File: config.mk
export PLATFORM = sky130hd
export DESIGN_NAME = binary_max_heap_queue_top
export DESIGN_NICKNAME = d
export VERILOG_FILES = /design/src/rtl/bmhq_pkg.sv /design/src/rtl/bmhq_ram.sv /design/src/rtl/bmhq_ctrl.sv /design/src/rtl/binary_max_heap_queue_top.sv
export SDC_FILE = /design/constraint.sdc
export NUM_CORES = 2
export LEC_CHECK = 0
export BUFFER_PORTS_ARGS = -buffer_cell sky130_fd_sc_hd__clkbuf_2
export CAP_MARGIN = 20
export CORE_ASPECT_RATIO = 2
export CORE_MARGIN = 4
export CORE_UTILIZATION = 55
export CTS_CLUSTER_DIAMETER = 40
export DETAILED_ROUTE_END_ITERATION = 10
export PLACE_DENSITY = 0.71
export SETUP_SLACK_MARGIN = 0.4
export SYNTH_ARGS = -nofsm -noshare
export SYNTH_HDL_FRONTEND = slang
export SYNTH_SLANG_ARGS = --single-unit
File: constraint.sdc
create_clock -name clock -period 13 [get_ports clock]
set_clock_uncertainty 0.15 [all_clocks]
set_input_delay 3.25 -clock clock [delete_from_list [all_inputs] [get_ports clock]]
set_output_delay 3.25 -clock clock [all_outputs]
set_load 0.02 [all_outputs]
File: src/rtl/bmhq_pkg.sv
// Shared constants, codes and types of the binary max-heap queue.
`timescale 1ns / 1ps
`default_nettype none
package bmhq_pkg;

   localparam int CAPACITY = 64;
   localparam int KEY_W    = 32;
   localparam int COUNT_W  = 7;
   localparam int STAT_W   = 2;
   // 1-based slot index, must hold CAPACITY itself
   localparam int IDX_W    = $clog2(CAPACITY + 1);
   localparam int ADDR_W   = $clog2(CAPACITY);

   localparam logic REQ_INSERT = 1'b0;
   localparam logic REQ_REMOVE = 1'b1;

   localparam logic [STAT_W-1:0] ST_DONE  = 2'd0;
   localparam logic [STAT_W-1:0] ST_FULL  = 2'd1;
   localparam logic [STAT_W-1:0] ST_EMPTY = 2'd2;

   typedef struct packed {
      logic [STAT_W-1:0]  status;
      logic [COUNT_W-1:0] entry_count;
      logic [KEY_W-1:0]   top_key;
      logic [KEY_W-1:0]   removed_key;
   } rsp_type;

   // map a 1-based slot number onto the memory address
   function automatic logic [ADDR_W-1:0] slot_addr(input logic [IDX_W:0] slot);
      logic [IDX_W:0] a;
      a = slot - 1'b1;
      return a[ADDR_W-1:0];
   endfunction

endpackage
`default_nettype wire

File: src/rtl/bmhq_ram.sv
// Generic RAM with one write port and two registered read ports.
`timescale 1ns / 1ps
`default_nettype none
module bmhq_ram #(
   parameter int DEPTH = 64,
   parameter int WIDTH = 32,
   parameter int AW    = $clog2(DEPTH)
) (
   input  wire logic             clock,
   input  wire logic             we,
   input  wire logic [AW-1:0]    waddr,
   input  wire logic [WIDTH-1:0] wdata,
   input  wire logic [AW-1:0]    raddr_a,
   input  wire logic [AW-1:0]    raddr_b,
   output logic      [WIDTH-1:0] rdata_a,
   output logic      [WIDTH-1:0] rdata_b
);

   logic [WIDTH-1:0] mem [DEPTH];

   always_ff @(posedge clock) begin
      if (we) begin
         mem[waddr] <= wdata;
      end
      rdata_a <= mem[raddr_a];
      rdata_b <= mem[raddr_b];
   end

endmodule
`default_nettype wire

File: src/rtl/bmhq_ctrl.sv
// Heap sequencer: swim on insert, sink on removal, over the heap memory.
`timescale 1ns / 1ps
`default_nettype none
module bmhq_ctrl
   import bmhq_pkg::*;
(
   input  wire logic             clock,
   input  wire logic             reset,
   input  wire logic             start,
   input  wire logic             req_type,
   input  wire logic [KEY_W-1:0] key_in,
   output logic                  idle,
   output logic                  res_valid,
   input  wire logic             res_ready,
   output rsp_type               res
);

   typedef enum logic [2:0] {
      S_IDLE, S_SWIM_RD, S_SWIM_CMP, S_LAST_RD, S_SINK_LOAD, S_SINK_RD, S_SINK_CMP, S_DONE
   } state_type;

   state_type         state_ff, state_in;
   logic [IDX_W-1:0]  count_ff, count_in;
   logic [IDX_W-1:0]  k_ff, k_in;
   logic [KEY_W-1:0]  key_ff, key_in_nx;
   logic [KEY_W-1:0]  root_ff, root_in;
   logic [KEY_W-1:0]  removed_ff, removed_in;
   logic [STAT_W-1:0] status_ff, status_in;

   logic              we;
   logic [IDX_W:0]    wslot;
   logic [KEY_W-1:0]  wdata;
   logic [ADDR_W-1:0] raddr_a, raddr_b;
   logic [KEY_W-1:0]  rdata_a, rdata_b;

   logic [IDX_W:0]    kx, parent, child_l, child_r, countx;
   logic              pick_r;
   logic [KEY_W-1:0]  child_key;
   logic [IDX_W:0]    child_idx;

   bmhq_ram #(.DEPTH(CAPACITY), .WIDTH(KEY_W)) u_ram (
      .clock   (clock),
      .we      (we),
      .waddr   (slot_addr(wslot)),
      .wdata   (wdata),
      .raddr_a (raddr_a),
      .raddr_b (raddr_b),
      .rdata_a (rdata_a),
      .rdata_b (rdata_b)
   );

   always_comb begin
      kx        = {1'b0, k_ff};
      countx    = {1'b0, count_ff};
      parent    = kx >> 1;
      child_l   = kx << 1;
      child_r   = child_l + 1'b1;
      pick_r    = (child_l < countx) && ($signed(rdata_a) < $signed(rdata_b));
      child_key = pick_r ? rdata_b : rdata_a;
      child_idx = pick_r ? child_r : child_l;
   end

   always_comb begin
      state_in   = state_ff;
      count_in   = count_ff;
      k_in       = k_ff;
      key_in_nx  = key_ff;
      removed_in = removed_ff;
      status_in  = status_ff;
      we         = 1'b0;
      wslot      = kx;
      wdata      = key_ff;
      raddr_a    = slot_addr(parent);
      raddr_b    = slot_addr(child_r);
      case (state_ff)
         S_IDLE: begin
            if (start) begin
               status_in  = ST_DONE;
               removed_in = '0;
               if (req_type == REQ_INSERT) begin
                  if (countx == (IDX_W + 1)'(CAPACITY)) begin
                     status_in = ST_FULL;
                     state_in  = S_DONE;
                  end else begin
                     count_in  = count_ff + 1'b1;
                     k_in      = count_ff + 1'b1;
                     key_in_nx = key_in;
                     state_in  = S_SWIM_RD;
                  end
               end else begin
                  if (count_ff == '0) begin
                     status_in = ST_EMPTY;
                     state_in  = S_DONE;
                  end else begin
                     removed_in = root_ff;
                     if (count_ff == IDX_W'(1)) begin
                        count_in = '0;
                        state_in = S_DONE;
                     end else begin
                        state_in = S_LAST_RD;
                     end
                  end
               end
            end
         end
         S_SWIM_RD: begin
            if (k_ff == IDX_W'(1)) begin
               we       = 1'b1;
               state_in = S_DONE;
            end else begin
               state_in = S_SWIM_CMP;
            end
         end
         S_SWIM_CMP: begin
            we = 1'b1;
            if ($signed(rdata_a) < $signed(key_ff)) begin
               // move the parent down into the hole and climb
               wdata    = rdata_a;
               k_in     = parent[IDX_W-1:0];
               state_in = S_SWIM_RD;
            end else begin
               state_in = S_DONE;
            end
         end
         S_LAST_RD: begin
            raddr_a  = slot_addr(countx);
            state_in = S_SINK_LOAD;
         end
         S_SINK_LOAD: begin
            key_in_nx = rdata_a;
            count_in  = count_ff - 1'b1;
            k_in      = IDX_W'(1);
            state_in  = S_SINK_RD;
         end
         S_SINK_RD: begin
            raddr_a = slot_addr(child_l);
            if (child_l > countx) begin
               we       = 1'b1;
               state_in = S_DONE;
            end else begin
               state_in = S_SINK_CMP;
            end
         end
         S_SINK_CMP: begin
            we = 1'b1;
            if ($signed(key_ff) < $signed(child_key)) begin
               // lift the larger child into the hole and descend
               wdata    = child_key;
               k_in     = child_idx[IDX_W-1:0];
               state_in = S_SINK_RD;
            end else begin
               state_in = S_DONE;
            end
         end
         S_DONE: begin
            if (res_ready) begin
               state_in = S_IDLE;
            end
         end
         default: begin
            state_in = S_IDLE;
         end
      endcase
      root_in = (we && wslot == (IDX_W + 1)'(1)) ? wdata : root_ff;
   end

   always_ff @(posedge clock) begin
      if (reset) begin
         state_ff <= S_IDLE;
         count_ff <= '0;
      end else begin
         state_ff <= state_in;
         count_ff <= count_in;
      end
      k_ff       <= k_in;
      key_ff     <= key_in_nx;
      root_ff    <= root_in;
      removed_ff <= removed_in;
      status_ff  <= status_in;
   end

   assign idle      = (state_ff == S_IDLE);
   assign res_valid = (state_ff == S_DONE);

   always_comb begin
      res.removed_key = removed_ff;
      res.top_key     = (count_ff != '0) ? root_ff : '0;
      res.entry_count = COUNT_W'(count_ff);
      res.status      = status_ff;
   end

endmodule
`default_nettype wire

File: src/rtl/binary_max_heap_queue_top.sv
// Binary max-heap priority queue of signed keys with a registered result port.
// An insert passes through the swim states, a removal through the last-entry read, load and
// sink states, before the done state; rejected requests and removal of the only entry go straight to done.
// One request at a time; each level of the swim or sink takes a memory read state and a
// compare/write state. The result register frees the heap for the next request.
// Reset clears the entry count; heap memory is not cleared and needs no clearing pass.
`timescale 1ns / 1ps
`default_nettype none
module binary_max_heap_queue_top
   import bmhq_pkg::*;
(
   input  wire logic        clock,
   input  wire logic        reset,
   input  wire logic        req_tvalid,
   output logic             req_tready,
   input  wire logic [31:0] req_tdata,   // key_in[31:0]
   input  wire logic [0:0]  req_tuser,   // req_type[0]
   output logic             rsp_tvalid,
   input  wire logic        rsp_tready,
   output logic [71:0]      rsp_tdata,   // removed_key[31:0], top_key[63:32],
                                         // entry_count[70:64], zero[71]
   output logic [1:0]       rsp_tuser    // status[1:0]
);

   logic    idle, res_valid, out_free;
   rsp_type res;
   logic    rsp_valid_ff;
   rsp_type rsp_ff;

   assign req_tready = idle;
   assign out_free   = !rsp_valid_ff || rsp_tready;

   bmhq_ctrl u_ctrl (
      .clock     (clock),
      .reset     (reset),
      .start     (req_tvalid && idle),
      .req_type  (req_tuser[0]),
      .key_in    (req_tdata),
      .idle      (idle),
      .res_valid (res_valid),
      .res_ready (out_free),
      .res       (res)
   );

   // hold the transaction until taken, load the next one as it drains
   always_ff @(posedge clock) begin
      if (reset) begin
         rsp_valid_ff <= 1'b0;
      end else if (out_free) begin
         rsp_valid_ff <= res_valid;
      end
      if (out_free && res_valid) begin
         rsp_ff <= res;
      end
   end

   assign rsp_tvalid = rsp_valid_ff;
   assign rsp_tdata  = {1'b0, rsp_ff.entry_count, rsp_ff.top_key, rsp_ff.removed_key};
   assign rsp_tuser  = rsp_ff.status;

endmodule
`default_nettype wire
==> run metrics <==
status=finished clean; Post-Synth XOR/XNOR Area=0.132%; global route total overflow=0; cell area after placement=0.104 sq mm; vias in the first global route=54000; Worst Setup SP=u_ctrl.k_ff[4]; Slew Limit Fails=0; initial antenna violation count=9; Synth Area in Compound Gates=1.71%; cell taking the most area after synthesis=edfxtp_1; sequential area share after synthesis=68.6%; FILL cells=12500; GP Congestion=0.934; Post-Synthesis Cells=4928; Ports=113; Post-Synth Adder-Cell Area=1.33%; reg-to-reg startpoint=u_ctrl.k_ff[4]; largest family of logic cells by synthesized area=multiplexers; Max-slew headroom=23.3%; Core Rows=220; syn_area_per_cell=20.2 sq um; Post-Route WL=282 mm; setup_tns=0 ns; Startpoint Class=flip-flop; Final Critical Period=7.64 ns; most frequent cells after synthesis=edfxtp_1 (2226), mux4_2 (832), mux2i_1 (515); Crit Path Category=flip-flop to flip-flop; final net count=5218; WL/cell=37.3 microns; post-cts sizing count=0; Synth top area share=67.1%; Root Driver=clkbuf_16; Synth cell types=66; Hold Path Class=flip-flop to flip-flop; Post-CTS Hold Buffers=0; min-delay src=u_ctrl.status_ff[1]; Final setup viols=0; largest net degree at the start of global routing=130; Max Root-Sink Buffers=4; layout cell share with drive strength beyond 1=28.8%; final period utilization=58.8%; total core area=0.180 sq mm; first-pass GRT wire length=399 mm; effective utilization at floorplan=55.4%; CP arrival=7.95 ns; DRC Markers=0; Yosys warnings=0; clock-pin slew on the worst setup and hold paths=0.07 ns; synthesis-stage register bit count=2301; Post-synth EDFFs=2226; CTS tree=done; Slew @ Worst Pin=1.15 ns; post-synthesis mux area share=24.3%; synthesized netlist net count=5071; iteration count of the initial detailed-routing pass=6; Core Util, Final=61.0%; synthesized area=0.0997 sq mm; Worst Path Max Fanout=65; H-tree levels=4; Post-Synth Simple-Gate Area=2.24%; Fmax=0.131 GHz; initial DRC count=7350; Most used DFF post-synth=edfxtp_1; asr flop ratio synth=0%; Fin. Hold Viols=0; Die Area=0.188 sq mm; Synth area leaders=edfxtp_1 (67%), mux4_2 (19%), mux2i_1 (5.2%); Die Wd=309 microns; Vias=53000; CTS Buf Count=199; RSZ-0062 raised after global routing=no; CP Capture Type=flip-flop; Critical Path RT=13.31 ns; Area Growth Syn to Fin=10.3%; Port Buffers=111; overall routing resource usage=30.1%; total of max-cap violations=0; vias per cell=7.02; Final Cell Area=0.110 sq mm; DP Wirelength=161 mm; Sink Count=2301; worst-skew pair later-pin latency=0.84 ns; Chip Height=610 microns; remaining antenna violation count=0; setup bufs post-CTS=0; most common cell in the synthesized netlist=edfxtp_1
[final cells by class]
| class | count | area, sq um | share of cell area [%] |
|---|---|---|---|
| diodes | 2 | 5.00 | 0.00455 |
| clock buffers | 229 | 5160 | 4.69 |
| clock inverters | 122 | 1020 | 0.928 |
| inverters | 78 | 293 | 0.266 |
| multi-input cells | 2239 | 30300 | 27.6 |
| flip-flops and latches | 2301 | 68300 | 62.2 |
| well taps | 2331 | 2920 | 2.65 |
| repair buffers | 256 | 1870 | 1.70 |
[logic make-up (layout without fill, tap and decap cells)]
group | after synthesis | in the layout
AOI/OAI and AO/OA | 253 | 253
xor gates and xnor gates | 15 | 15
adders and majority gates | 106 | 106
buffers and inverters | 388 | 685
DFF | 2301 | 2301
muxes | 1380 | 1380
other | 1 | 3
and+or+nand+nor | 484 | 484
[layer usage]
layer	vias to the layer above	track usage [%]	wire length, microns
li1	20900	-	-
met1	28200	39.5	99600
met2	3212	50.5	142000
met3	693	4.88	25700
met4	10	13.0	14600
met5	-	0	65
[stage by stage]
stage          hold WS, ns  cells  setup slack [ns]
2_1_floorplan        0.250   4928              3.60
3_3_place_gp         0.251   7200              5.34
3_5_place_dp         0.255   7200              5.28
4_1_cts              0.263   7551              5.31
5_1_grt              0.271   7557              5.05
6_report             0.263   7558              5.36
[flip-flops by register name (all words and copies together), names as in the netlist]
signal,flops
u_ctrl.root_ff,32
u_ctrl.removed_ff,32
u_ctrl.u_ram.rdata_a,32
u_ctrl.state_ff,3
rsp_tvalid,1
u_ctrl.key_ff,32
u_ctrl.status_ff,2
u_ctrl.count_ff,7
u_ctrl.k_ff,7
u_ctrl.u_ram.mem,2048
rsp_tuser,2
rsp_tdata,71
u_ctrl.u_ram.rdata_b,32
[layout by cell type, fill, tap and decap left out, types with 40 or more instances in the layout]
master and n:
clkbuf_2 112, buf_4 126, edfxtp_1 2226, clkbuf_16 202, nor2_1 51, a21oi_1 78, nor2_4 66, dfxtp_1 75
clkinv_1 40, nand3_1 51, nand2_1 175, inv_1 77, ha_1 106, mux2i_1 515, mux4_2 832
[worst paths after layout]
check | endpoint | slack, ns | depth (start not counted)
worst max-delay path | u_ctrl.u_ram.mem[13][16] | 5.36 | 20
worst max register to register | u_ctrl.u_ram.mem[13][16] | 5.36 | 20
worst min register to register | rsp_tuser[1] | 0.26 | 0
worst min-delay path | rsp_tuser[1] | 0.26 | 0
[critical path, stage by stage, from the launching register on]
cell	delay (ns)
edfxtp_1	0.33
buf_4	0.67
ha_1	0.39
a21o_1	0.16
a211o_1	0.31
nor2_1	0.24
nand2_1	0.17
o21ai_4	0.61
buf_4	0.52
mux2i_1	0.19
ha_1	0.38
a21oi_1	0.09
o211ai_1	0.47
a22oi_1	0.17
a211oi_1	0.47
nor2_1	0.10
nand2_1	0.08
a21o_1	0.10
a31o_2	0.16
buf_4	0.45
a211o_2	0.96
Power is left out: the tool's default activity adds up to more than one toggle a clock period on the data nets, which glitch-free logic cannot reach.
